[src/design/mta_pkg.sv]
// Package for the multi-slot alarm timer.
// Holds widths, request codes, payload and slot types, and the control structs.
// No dependencies.
package mta_pkg;

  localparam int NUM_SLOTS_DEF = 8;
  localparam int MAX_RESULTS   = 8;
  localparam int ID_W          = 8;
  localparam int DELAY_W       = 23;

  // request type codes
  localparam logic REQ_PROGRAM = 1'b0;
  localparam logic REQ_TICK    = 1'b1;

  typedef struct packed {
    logic               req_type;
    logic [ID_W-1:0]    msg_id;
    logic               periodic;
    logic [DELAY_W-1:0] delay_ticks;
  } req_t;

  typedef struct packed {
    logic [ID_W-1:0] fired_id;
    logic            last;
  } res_t;

  // one table entry as kept in the slot RAM
  typedef struct packed {
    logic [ID_W-1:0]    id;
    logic               periodic;
    logic [DELAY_W-1:0] reload;
    logic [DELAY_W-1:0] countdown;
  } slot_t;

  typedef enum logic [3:0] {
    S_IDLE   = 4'b0001,
    S_SCAN   = 4'b0010,
    S_COMMIT = 4'b0100,
    S_DRAIN  = 4'b1000
  } state_t;

  // controller to datapath
  typedef struct packed {
    logic idle;
    logic scan;
    logic commit;
    logic drain;
  } cmd_t;

  // datapath to controller
  typedef struct packed {
    logic req_valid;
    logic is_tick;
    logic scan_done;
    logic drain_done;
  } sts_t;

endpackage

[src/design/mta_req_if.sv]
// Request channel of the alarm timer: valid, ready and one request payload.
// Depends on mta_pkg.
interface mta_req_if;
  import mta_pkg::*;

  logic valid;
  logic ready;
  req_t data;

  modport source (output valid, output data, input ready);
  modport sink   (input valid, input data, output ready);
endinterface

[src/design/mta_res_if.sv]
// Result channel of the alarm timer: valid, ready and one expiry payload.
// Depends on mta_pkg.
interface mta_res_if;
  import mta_pkg::*;

  logic valid;
  logic ready;
  res_t data;

  modport source (output valid, output data, input ready);
  modport sink   (input valid, input data, output ready);
endinterface

[src/design/mta_ram.sv]
// Generic single-write, single-read RAM with registered read data.
// No dependencies.
module mta_ram #(
  parameter int WIDTH = 8,
  parameter int DEPTH = 8
) (
  input  logic                                  clk,
  input  logic                                  wr_en,
  input  logic [(DEPTH > 1 ? $clog2(DEPTH) : 1)-1:0] wr_addr,
  input  logic [WIDTH-1:0]                      wr_data,
  input  logic [(DEPTH > 1 ? $clog2(DEPTH) : 1)-1:0] rd_addr,
  output logic [WIDTH-1:0]                      rd_data
);

  logic [WIDTH-1:0] mem [DEPTH];

  always_ff @(posedge clk) begin
    if (wr_en) begin
      mem[wr_addr] <= wr_data;
    end
    rd_data <= mem[rd_addr];
  end

endmodule

[src/design/mta_ctrl.sv]
// Controller of the alarm timer: sequences accept, slot scan, commit and drain.
// Depends on mta_pkg.
module mta_ctrl (
  input  logic          clk,
  input  logic          rst,
  input  mta_pkg::sts_t sts,
  output mta_pkg::cmd_t cmd
);
  import mta_pkg::*;

  state_t state, state_next;

  // next state
  always_comb begin
    state_next = state;
    case (state)
      S_IDLE: begin
        if (sts.req_valid) state_next = S_SCAN;
      end
      S_SCAN: begin
        if (sts.scan_done) state_next = sts.is_tick ? S_DRAIN : S_COMMIT;
      end
      S_COMMIT: state_next = S_IDLE;
      S_DRAIN: begin
        if (sts.drain_done) state_next = S_IDLE;
      end
      default: state_next = S_IDLE;
    endcase
  end

  always_ff @(posedge clk) begin
    if (rst) begin
      state <= S_IDLE;
    end else begin
      state <= state_next;
    end
  end

  // commands
  always_comb begin
    cmd.idle   = (state == S_IDLE);
    cmd.scan   = (state == S_SCAN);
    cmd.commit = (state == S_COMMIT);
    cmd.drain  = (state == S_DRAIN);
  end

endmodule

[src/design/mta_datapath.sv]
// Datapath of the alarm timer: request register, active flags, slot RAM,
// scan index, match tracking, pending expiry and output register.
// Depends on mta_pkg, mta_req_if, mta_res_if and mta_ram.
module mta_datapath #(
  parameter int NUM_SLOTS = mta_pkg::NUM_SLOTS_DEF
) (
  input  logic          clk,
  input  logic          rst,
  mta_req_if.sink       req,
  mta_res_if.source     res,
  input  mta_pkg::cmd_t cmd,
  output mta_pkg::sts_t sts
);
  import mta_pkg::*;

  localparam int IW = (NUM_SLOTS > 1) ? $clog2(NUM_SLOTS) : 1;
  localparam int NW = $clog2(MAX_RESULTS + 1);
  localparam logic [IW-1:0] LAST_IDX = IW'(NUM_SLOTS - 1);

  req_t                 rq;
  logic [IW-1:0]        idx;
  logic [NUM_SLOTS-1:0] active;
  logic                 match_hit, free_hit;
  logic [IW-1:0]        match_idx, free_idx;
  logic                 pend_valid;
  logic [ID_W-1:0]      pend_id;
  logic [NW-1:0]        n_rep;
  logic                 res_valid;
  res_t                 res_data;

  slot_t                rd_slot, wr_slot;
  logic                 wr_en;
  logic [IW-1:0]        wr_addr, rd_addr;

  logic accept, is_tick, slot_on, expire, report, out_free;
  logic stall, advance, at_last, push_scan, push_drain, has_delay;

  mta_ram #(.WIDTH($bits(slot_t)), .DEPTH(NUM_SLOTS)) u_slot_ram (
    .clk     (clk),
    .wr_en   (wr_en),
    .wr_addr (wr_addr),
    .wr_data (wr_slot),
    .rd_addr (rd_addr),
    .rd_data (rd_slot)
  );

  // scan decisions for the slot at idx
  always_comb begin
    accept     = req.valid && cmd.idle;
    is_tick    = (rq.req_type == REQ_TICK);
    has_delay  = (rq.delay_ticks != '0);
    slot_on    = active[idx];
    expire     = slot_on && (rd_slot.countdown <= DELAY_W'(1));
    report     = expire && (n_rep < NW'(MAX_RESULTS));
    out_free   = !res_valid || res.ready;
    stall      = cmd.scan && is_tick && report && pend_valid && !out_free;
    advance    = cmd.scan && !stall;
    at_last    = (idx == LAST_IDX);
    push_scan  = cmd.scan && is_tick && report && pend_valid && out_free;
    push_drain = cmd.drain && pend_valid && out_free;
  end

  // read address runs one slot ahead while the scan advances
  always_comb begin
    rd_addr = '0;
    if (cmd.scan) begin
      rd_addr = (advance && !at_last) ? idx + IW'(1) : idx;
    end
  end

  // table writes: countdown update on a tick, slot load on commit
  always_comb begin
    wr_en   = 1'b0;
    wr_addr = idx;
    wr_slot = rd_slot;
    if (cmd.scan && is_tick && advance && slot_on) begin
      wr_en = 1'b1;
      if (!expire) begin
        wr_slot.countdown = rd_slot.countdown - DELAY_W'(1);
      end else if (rd_slot.periodic) begin
        wr_slot.countdown = rd_slot.reload;
      end else begin
        wr_slot.countdown = '0;
      end
    end else if (cmd.commit) begin
      wr_slot.id        = rq.msg_id;
      wr_slot.periodic  = rq.periodic;
      wr_slot.reload    = rq.delay_ticks;
      wr_slot.countdown = rq.delay_ticks;
      wr_addr           = match_hit ? match_idx : free_idx;
      wr_en             = has_delay && (match_hit || free_hit);
    end
  end

  // active flags
  always_ff @(posedge clk) begin
    if (rst) begin
      active <= '0;
    end else if (cmd.scan && is_tick && advance && expire && !rd_slot.periodic) begin
      active[idx] <= 1'b0;
    end else if (cmd.commit) begin
      if (match_hit) begin
        if (!has_delay) active[match_idx] <= 1'b0;
      end else if (has_delay && free_hit) begin
        active[free_idx] <= 1'b1;
      end
    end
  end

  // request capture, scan index and search results
  always_ff @(posedge clk) begin
    if (accept) begin
      rq        <= req.data;
      idx       <= '0;
      match_hit <= 1'b0;
      free_hit  <= 1'b0;
    end else if (advance) begin
      if (!at_last) idx <= idx + IW'(1);
      if (!is_tick) begin
        if (slot_on && (rd_slot.id == rq.msg_id) && !match_hit) begin
          match_hit <= 1'b1;
          match_idx <= idx;
        end
        if (!slot_on && !free_hit) begin
          free_hit <= 1'b1;
          free_idx <= idx;
        end
      end
    end
  end

  // pending expiry: held back until it is known whether it is the last
  always_ff @(posedge clk) begin
    if (rst) begin
      pend_valid <= 1'b0;
      n_rep      <= '0;
    end else if (accept) begin
      n_rep <= '0;
    end else if (advance && is_tick && report) begin
      pend_valid <= 1'b1;
      pend_id    <= rd_slot.id;
      n_rep      <= n_rep + NW'(1);
    end else if (push_drain) begin
      pend_valid <= 1'b0;
    end
  end

  // output register
  always_ff @(posedge clk) begin
    if (rst) begin
      res_valid <= 1'b0;
    end else if (push_scan || push_drain) begin
      res_valid         <= 1'b1;
      res_data.fired_id <= pend_id;
      res_data.last     <= push_drain;
    end else if (res.ready) begin
      res_valid <= 1'b0;
    end
  end

  assign req.ready = cmd.idle;
  assign res.valid = res_valid;
  assign res.data  = res_data;

  always_comb begin
    sts.req_valid  = req.valid;
    sts.is_tick    = is_tick;
    sts.scan_done  = advance && at_last;
    sts.drain_done = !pend_valid || out_free;
  end

  // checks
  a_nrep_bound: assert property (@(posedge clk) disable iff (rst)
    n_rep <= NW'(MAX_RESULTS))
    else $error("reported count beyond result limit");

  a_pend_tick: assert property (@(posedge clk) disable iff (rst)
    pend_valid |-> (rq.req_type == REQ_TICK))
    else $error("pending expiry outside a tick");

  a_drain_last: assert property (@(posedge clk) disable iff (rst)
    push_drain |=> (res.valid && res.data.last))
    else $error("final expiry of a tick not marked last");

  a_wr_phase: assert property (@(posedge clk) disable iff (rst)
    wr_en |-> (cmd.scan || cmd.commit))
    else $error("slot table written outside scan or commit");

endmodule

[src/design/multi_slot_alarm_timer.sv]
// Top level of the multi-slot alarm timer.
// Depends on mta_pkg, mta_req_if, mta_res_if, mta_ctrl and mta_datapath.
//
// A table of NUM_SLOTS alarm slots. A program request (req_type 0) with a
// nonzero delay updates the active slot holding the same msg_id, or else
// fills the lowest free slot (dropped when the table is full); a zero delay
// cancels the matching slot. A tick (req_type 1) counts every active slot
// down and reports each expiring id in ascending slot order, at most eight
// per tick, with last set on the final one; one-shot slots are freed and
// periodic ones reload. Each request passes from its acceptance through the
// accepting idle state, a scan that visits one slot per cycle through the read
// port of the slot RAM, held while an expiry waits on the result channel,
// and a commit or drain state; ready returns once the controller is back
// in idle. A tick takes longer while the result channel holds back ready.
// Active flags are flip-flops cleared by reset, so no clearing pass follows
// reset.
module multi_slot_alarm_timer #(
  parameter int NUM_SLOTS = mta_pkg::NUM_SLOTS_DEF
) (
  input logic       clk,
  input logic       rst,
  mta_req_if.sink   req,
  mta_res_if.source res
);
  import mta_pkg::*;

  cmd_t cmd;
  sts_t sts;

  mta_ctrl u_ctrl (
    .clk (clk),
    .rst (rst),
    .sts (sts),
    .cmd (cmd)
  );

  mta_datapath #(.NUM_SLOTS(NUM_SLOTS)) u_datapath (
    .clk (clk),
    .rst (rst),
    .req (req),
    .res (res),
    .cmd (cmd),
    .sts (sts)
  );

endmodule

[src/flat_wrapper.sv]
// flat-port wrapper written by rule: the top's interface ports become plain ports
module multi_slot_alarm_timer_flat import mta_pkg::*;
#(
  parameter int NUM_SLOTS = mta_pkg::NUM_SLOTS_DEF
)
  (clk, rst, req_valid, req_data, req_ready, res_valid, res_data, res_ready);
  mta_req_if req_i ();
  mta_res_if res_i ();
  input logic clk;
  input logic rst;
  input wire logic [$bits(req_i.valid)-1:0] req_valid;
  input wire logic [$bits(req_i.data)-1:0] req_data;
  output wire logic [$bits(req_i.ready)-1:0] req_ready;
  output wire logic [$bits(res_i.valid)-1:0] res_valid;
  output wire logic [$bits(res_i.data)-1:0] res_data;
  input wire logic [$bits(res_i.ready)-1:0] res_ready;
  assign req_i.valid = req_valid;
  assign req_i.data = req_data;
  assign req_ready = req_i.ready;
  assign res_valid = res_i.valid;
  assign res_data = res_i.data;
  assign res_i.ready = res_ready;
  multi_slot_alarm_timer #(.NUM_SLOTS(NUM_SLOTS)) u_core (.clk(clk), .rst(rst), .req(req_i), .res(res_i));
endmodule
[config.mk]
export PLATFORM = sky130hd
export DESIGN_NAME = multi_slot_alarm_timer_flat
export DESIGN_NICKNAME = d
export VERILOG_FILES = /design/src/design/mta_pkg.sv /design/src/design/mta_req_if.sv /design/src/design/mta_res_if.sv /design/src/design/mta_ram.sv /design/src/design/mta_ctrl.sv /design/src/design/mta_datapath.sv /design/src/design/multi_slot_alarm_timer.sv /design/src/flat_wrapper.sv
export SDC_FILE = /design/constraint.sdc
export NUM_CORES = 1
export LEC_CHECK = 0
export ABC_AREA = 1
export BUFFER_PORTS_ARGS = -buffer_cell sky130_fd_sc_hd__buf_2
export CAP_MARGIN = 20
export CELL_PAD_IN_SITES_DETAIL_PLACEMENT = 0
export CELL_PAD_IN_SITES_GLOBAL_PLACEMENT = 2
export CORE_UTILIZATION = 40
export DETAILED_ROUTE_END_ITERATION = 10
export PLACE_DENSITY_LB_ADDON = 0.1
export SLEW_MARGIN = 20
export SYNTH_ARGS = -nofsm -noshare
export SYNTH_HDL_FRONTEND = slang
export SYNTH_SLANG_ARGS = --single-unit
[constraint.sdc]
create_clock -name clk -period 5.2 [get_ports clk]
set_clock_uncertainty 0.1 [all_clocks]
set_input_delay 0.52 -clock clk [delete_from_list [all_inputs] [get_ports clk]]
set_output_delay 0.52 -clock clk [all_outputs]
set_load 0.05 [all_outputs]
# After elaboration in Yosys (flattened, before gate mapping)
# Memory sizes are Yosys's and may differ from the RTL's. A register that Yosys moved wholly into a read port is not among the register bits.
# Index checks and enable logic that the tools add are counted.
[word_totals]
mem_bits_rw = 440
register_bits = 79
out_inout_bits = 11
in_bits = 37
wordCells = 140
n_memories = 1
[memory_table]
columns = ["name", "words", "word_bits", "read_ports", "rd_clocked_by_memory_dff", "wr", "line_no", "text"]
rows = [
  ["u_core.u_datapath.u_slot_ram.mem", 8, 55, 1, 1, 1, "mta_ram.sv:15", "logic [WIDTH-1:0] mem [DEPTH];"],
]
[classes]
n_lt_le_gt_ge = 8
bitwise = 9
eq_ne = 10
mux = 36
n_reduce_logical = 56
addsub = 3
[op_table]
columns = ["cell", "count"]
rows = [
  ["2-to-1 mux 23 bit", 3],
  ["2-to-1 mux 55 bit", 1],
  ["2-to-1 mux 8 bit", 5],
  ["2-to-1 mux 32 bit", 1],
  ["logical AND 1 bit", 27],
  ["less-or-equal comparator 23 x 1 -> 1 bit (second input constant)", 1],
  ["nonzero test 23 bit", 1],
  ["subtractor 23 x 1 -> 23 bit (second input constant)", 1],
  ["AND 8 bit", 2],
  ["2-to-1 mux 4 bit", 4],
  ["NOT 8 bit", 2],
  ["2-to-1 mux 3 bit", 5],
  ["AND reduction 3 bit", 5],
  ["less-than comparator 3 x 4 -> 1 bit (second input constant)", 3],
  ["2-to-1 mux 1 bit", 12],
  ["one-hot mux 4 bit (3 select lines)", 1],
  ["demux 1 bit (select 3 bit)", 3],
  ["greater-or-equal comparator 3 x 1 -> 1 bit (second input constant)", 3],
  ["logical NOT 1 bit", 9],
  ["equality test 8 bit", 1],
  ["OR 8 bit", 1],
  ["AND reduction 4 bit", 2],
  ["AND reduction 2 bit", 3],
  ["nonzero test 2 bit", 3],
  ["other kinds (16)", 23],
]

# Logic depth before layout (Yosys ltp)
[depth]
word_depth = 14
depth_mapped = 20
mapped_depth_nobuf = 18

# By module
# From an unflattened synthesis, not the netlist that was laid out.
[hier_totals]
cells_unflattened = 2681
hier_area_um2 = 25582.0
[modules_own_cells]
columns = ["module", "area_each_um2", "seq_area_each_um2", "cells_per_inst", "n_inst"]
rows = [
  ["mta_ram", 20330.7, 14313.7, 1974, 1],
  ["mta_datapath", 4979.8, 2062.0, 668, 1],
  ["mta_ctrl", 271.5, 80.1, 39, 1],
]

# Least setup slack after synthesis
# No wires, ideal clock.
[synth_timing]
path_type = "register to register"
startpoint = "reg u_core.u_datapath.idx[0]"
endpoint = "mem u_core.u_datapath.u_slot_ram.mem[0][0] in the netlist's numbering (enable)"
arrival_time_ps = 4104
synth_period_minus_slack_ps = 4672
path_buffers = 1
t_required_ps = 4632
setup_slack_ps = 528
stages_incl_launch_ff = 17
setup_ps = 468
path_cell_list = "dfxtp_1 > buf_4 > nand2_1 > nand2_1 > nand2_1 > nand2_1 > nand2_1 > nand2_2 > nand2_4 > nor2_8 > nand3_4 > nand2_1 > nor2_1 > inv_1 > o21ai_0 > nand2_1 > nor2_1"
[synth_between]
elab_chain_cells = 14
word_cells_on_any_way = 16
classes_between = "7 x mux; 9 x reduce/logical"
[synth_lines]
columns = ["element", "line_no", "text"]
rows = [
  ["from (decl)", "mta_datapath.sv:21", "logic [IW-1:0] idx;"],
  ["from (signal assigned)", "mta_datapath.sv:118", "if (!at_last) idx <= idx + IW'(1);"],
  ["binary-select mux 1 bit (select 3 bit)", "mta_datapath.sv:52", "slot_on = active[idx];"],
  ["2-to-1 mux 1 bit (implied by the code)", "mta_datapath.sv:52", ""],
  ["logical AND 1 bit", "mta_datapath.sv:53", "expire = slot_on && (rd_slot.countdown <= DELAY_W'(1));"],
  ["logical AND 1 bit", "mta_datapath.sv:54", "report = expire && (n_rep < NW'(MAX_RESULTS));"],
  ["logical AND 1 bit (3 in series)", "mta_datapath.sv:56", "stall = cmd.scan && is_tick && report && pend_valid && !out_free;"],
  ["logical NOT 1 bit", "mta_datapath.sv:57", "advance = cmd.scan && !stall;"],
  ["logical AND 1 bit", "mta_datapath.sv:57", ""],
  ["logical AND 1 bit (2 in series)", "mta_datapath.sv:76", "if (cmd.scan && is_tick && advance && slot_on) begin"],
  ["2-to-1 mux 1 bit", "mta_datapath.sv:76", ""],
  ["2-to-1 mux 1 bit", "mta_ram.sv:18", "if (wr_en) begin"],
  ["2-to-1 mux 1 bit (implied by the code)", "mta_ram.sv:19", "mem[wr_addr] <= wr_data;"],
  ["to (decl)", "mta_ram.sv:15", ""],
]
# Parallel ways exist; a longest one is shown, timed or not. The select of a mux whose other input is x is not followed.

# Worst setup path in the final report
[layout_timing]
startpoint = "reg u_core.u_datapath.idx[0]"
endpoint = "mem u_core.u_datapath.u_slot_ram.mem[1][47] in the netlist's numbering (enable)"
# The elaborated chain is that of the path after synthesis.

==> results by stage <==
Status:
- The run finished with clean final reports.

STA:
- For the pin with the worst max-slew slack, the measured transition is 1.15 ns.
- Headroom to the max-slew limit came out at a little under a quarter.
- In the post-route analysis, the smallest setup slack over all paths is 1.07 ns.
- The number of slew-limit violations in the final report is 0.
- Based on the critical path, the design can be clocked at up to roughly 240 MHz.
- Subtracting the final worst setup slack from the clock period gives 4.13 ns.
- The final count of negative-setup-slack endpoints is 0.
- The number of endpoints with negative hold slack in the final report is 0.
- Setup repair after global routing left no endpoint under its margin.
- The setup total negative slack is 0 ns.
- The worst path uses 79.4% of the clock period.

Finish:
- The share of final-layout standard cells stronger than drive strength 1 is 8.23%.
- The number of diodes is 0.
- Once layout is done, the placed cells without fillers occupy 0.0291 mm².
- Once layout is complete, the utilization of the core stands at a little under half.
- Relative to the synthesized area, the layout overhead comes to 14.3%.
- The final layout contains 2700 nets.

Critical path:
- The critical path start-end classification is reg2reg.
- The worst register-to-register path begins at u_core.u_datapath.idx[0].
- The critical path ends at u_core.u_datapath.u_slot_ram.mem[1][47].
- Along the worst path, the maximum fanout reaches 17.
- The endpoint kind of the worst setup timing path is a flip-flop.
- The endpoint of the most critical register-to-register path is u_core.u_datapath.u_slot_ram.mem[1][47].
- For the worst setup path, the data arrival time is 4.30 ns.
- Tracing the worst setup path back leads to its startpoint at u_core.u_datapath.idx[0].
- The worst setup path is launched from a flip-flop.
- At the worst endpoint, the required time is 5.38 ns.
- The worst register-to-register path has a setup slack of 1.07 ns.
- The number of cells on the worst reg-to-reg path is 17.

Clocking:
- The largest buffer count on any clock path is 3.
- TritonCTS built the clock tree.
- The number of gates resized after cts is 0.
- The CTS root buffer is sky130_fd_sc_hd__clkbuf_16.
- The number of clock sinks is 574.
- CTS built an H-tree with a depth of 3.
- For the worst-skew pair, the clock arrives at the later sink with an insertion delay of approximately 0.60 ns.
- The TritonCTS buffer count is 66.
- The clock-pin slew of the registers on the worst-case setup and hold paths is 0.06 ns.

Synth:
- The multiplexer area fraction after synthesis is 0%.
- The fraction of synthesized cell area in xor and xnor cells is 0.206%.
- The combined area of all synthesized cells is roughly 0.026 mm².
- Counting flops and latches in the post-synthesis netlist gives 574.
- Sequential cells were found to cover between 60% and 70% of the synthesized design area.
- After synthesis, the netlist uses 37 different library cells.
- The arithmetic-cell share of the synthesized area counting full adders, half adders and majority gates is 0.245%.
- Yosys printed 0 warnings.
- Of the total synthesized cell area, the portion taken by AND, OR, NAND and NOR gates is 22.2%.
- The number of nets produced by synthesis is 2645.
- The average footprint of a synthesized cell is a little under 10 µm².
- The number of cells produced by synthesis is 2603.
- The largest family of logic cells by synthesized area is simple AND/OR/NAND/NOR gates.
- The synthesized-area fraction occupied by ao, oa, aoi and oai cells is under 10%.

Route:
- The detailed-router iteration count before antenna repair is 5.
- For this run, design rule violations remaining after detail routing come to 0.
- The final layout contains routed wiring with a total length of 72100 µm.
- The ratio of routed vias to standard cells is about 5.0.
- Dividing the detail-routed wire length by the instance count gives 20.3 µm.
- The routed layout has 17900 vias.
- The detail route stage leaves a number of antenna-violating nets equal to 0.
- The detailed router finished its first iteration with approximately 1400 violations.

Floorplanning:
- The row count is 92.
- Once the floorplan was initialized, standard cells occupied between 40% and 50% of the core.
- The overall die width is 255 µm.
- The core outline area is 0.0631 mm².
- In this run the vertical extent of the chip is 255 µm.
- The die outline area is roughly 0.065 mm².
- The I/O pin count is 48.

Power and ir drop:
- The leakage power of the design is 12.3 nW.
- The peak supply drop is between 200 and 300 µV.
- The design draws 10.1 mW.
- The power per standard cell area is 346 mW/mm².

GRT:
- The layer with the highest usage is met2.
- The number of antenna violations at the first check in global routing is 2.
- Global routing finished with a remaining overflow of 0.
- The first global-routing pass estimated around 110000 µm of wire.
- The aggregate global-route resource usage is 22.6%.
- The number of global-route vias before repair is 17200.
- The routing usage on met3 is 3.31%.
- Entering global routing, the biggest net connects between 150 and 200 pins.
- Global routing used 36.4% of the available met2 tracks.
- The met1 usage in global routing is between 30% and 40%.

Placed design:
- The wire-length estimate of the detail-placed layout is 40200 µm.
- The cell area reported after detailed placement is 0.0268 mm².
- The congestion estimate from routability-driven global placement came to 0.796.
- The count of buffers inserted at the top-level ports is 47.
- OpenSTA, run right after detailed placement, puts the worst setup slack at 1.05 ns.

Hold path:
- The type of the most critical hold path is in2reg.
- The cell depth of the worst hold path is 2.

Run:
- The max-capacitance violation count is 0.
[how the worst min path moves through the flow]
stage / from / end / slack [ns]
floorplan: u_core.u_datapath.pend_id[0] / u_core.u_datapath.res.data[1] / 0.30
global placement: u_core.u_datapath.pend_id[3] / u_core.u_datapath.res.data[4] / 0.30
detailed placement: u_core.u_datapath.pend_id[3] / u_core.u_datapath.res.data[4] / 0.31
CTS: rst / u_core.u_ctrl.state[3] / 0.006
global route: req_data[12] / u_core.u_datapath.rq[12] / 0.02
finish: rst / u_core.u_ctrl.state[3] / 0.03
[worst max-delay path, stage by stage (launching register included)]
cell,delay (ns)
sky130_fd_sc_hd__dfxtp_1,0.69
sky130_fd_sc_hd__inv_2,0.19
sky130_fd_sc_hd__nand2_1,0.10
sky130_fd_sc_hd__nand2_1,0.06
sky130_fd_sc_hd__nand2_1,0.06
sky130_fd_sc_hd__nand2_1,0.05
sky130_fd_sc_hd__nand2_1,0.06
sky130_fd_sc_hd__nand2_2,0.10
sky130_fd_sc_hd__nand2_4,0.28
sky130_fd_sc_hd__nor2_8,0.07
sky130_fd_sc_hd__nand3_4,0.12
sky130_fd_sc_hd__nand2_1,0.10
sky130_fd_sc_hd__nor2_2,0.12
sky130_fd_sc_hd__inv_1,0.27
sky130_fd_sc_hd__o21ai_0,0.21
sky130_fd_sc_hd__nand2_1,0.27
sky130_fd_sc_hd__nor2_4,0.57
sky130_fd_sc_hd__buf_4,0.35
[cell families (layout without fill, tap and decap cells)]
group	count (synthesis)	after routing
AOI/OAI and AO/OA	150	150
xor gates and xnor gates	6	6
adders and majority gates	5	5
buffers and inverters	606	711
DFF	574	574
and+or+nand+nor	1262	1262
[stage by stage]
stage / hold WS, ns / std cells
6_report: 0.0330 / 3554
3_3_place_gp: 0.304 / 3413
3_5_place_dp: 0.305 / 3413
2_1_floorplan: 0.300 / 2603
5_1_grt: 0.0198 / 3554
4_1_cts: 0.00636 / 3554
[cell usage after synthesis (all sizes together)]
library cell	instances	area share, %
nand2	667	9.9
edfxtp	496	58
inv	470	6.9
nand3	379	7.5
o21ai	101	2.0
buf	86	1.9
nor2	85	1.3
dfxtp	78	6.1
nand4	59	1.4
nand3b	56	1.6
clkbuf	48	0.71
a21oi	21	0.41
o311ai	13	0.45
o22ai	8	0.20
nor4	7	0.17
ha	5	0.25
xor2	5	0.17
nor3	4	0.078
o31ai	4	0.12
clkinv	2	0.029
nor3b	2	0.059
or2	2	0.049
a31oi	1	0.025
and2	1	0.025
o2111ai	1	0.034
o41ai	1	0.034
xnor2	1	0.034
[sequential cells by signal (all words and copies together), names as in the netlist]
| register | flops |
|---|---|
| u_core.u_datapath.match_hit | 1 |
| u_core.u_ctrl.state | 4 |
| u_core.u_datapath.idx | 3 |
| u_core.u_datapath.pend_id | 8 |
| u_core.u_datapath.n_rep | 4 |
| u_core.u_datapath.free_hit | 1 |
| u_core.u_datapath.res.data | 9 |
| u_core.u_datapath.match_idx | 3 |
| u_core.u_datapath.rq | 32 |
| u_core.u_datapath.res.valid | 1 |
| u_core.u_datapath.pend_valid | 1 |
| u_core.u_datapath.active | 8 |
| u_core.u_datapath.u_slot_ram.mem | 440 |
| u_core.u_datapath.free_idx | 3 |
| u_core.u_datapath.is_tick | 1 |
| u_core.u_datapath.u_slot_ram.rd_data | 55 |
[area by class of cell]
cell class              count  area (µm²)
clock buffers              90        1860
clock inverters            28         244
fillers                  6021       33900
inverters                 472        1780
multi-input cells        1423        6740
flip-flops and latches    574       16500
well taps                 846        1060
repair buffers            121        1010
[power by group]
group	leakage, nW	internal [mW]	switching, mW
clock	1.03	2.70	1.84
sequential	5.12	5.02	0.0402
combinational	6.17	0.110	0.387
[routing by layer]
layer / vias to the layer above / wire length, µm
met5: - / 7
met4: 2 / 1210
met3: 96 / 3600
met2: 432 / 33500
met1: 8660 / 33800
li1: 8679 / -
[placed cells by master (no fill, tap or decap), types with 10 or more instances in the layout]
| cell type | n |
|---|---|
| sky130_fd_sc_hd__inv_1 | 466 |
| sky130_fd_sc_hd__nor2_1 | 72 |
| sky130_fd_sc_hd__nand3b_1 | 56 |
| sky130_fd_sc_hd__clkinv_2 | 12 |
| sky130_fd_sc_hd__dfxtp_1 | 78 |
| sky130_fd_sc_hd__buf_2 | 47 |
| sky130_fd_sc_hd__nor2_4 | 10 |
| sky130_fd_sc_hd__nand2_1 | 661 |
| sky130_fd_sc_hd__clkbuf_1 | 16 |
| sky130_fd_sc_hd__a21oi_1 | 21 |
| sky130_fd_sc_hd__o21ai_0 | 97 |
| sky130_fd_sc_hd__clkbuf_16 | 69 |
| sky130_fd_sc_hd__buf_12 | 13 |
| sky130_fd_sc_hd__buf_4 | 38 |
| sky130_fd_sc_hd__edfxtp_1 | 496 |
| sky130_fd_sc_hd__dlygate4sd3_1 | 23 |
| sky130_fd_sc_hd__nand3_1 | 375 |
| sky130_fd_sc_hd__nand4_1 | 59 |
[timing repair]
item,in CTS,in global routing
hold buffers,23,0
buffers inserted,0,0
endpoints found under the setup margin,0,0
endpoints found under the hold margin,23,0
No activity file was read; power rests on OpenSTA's default activity.
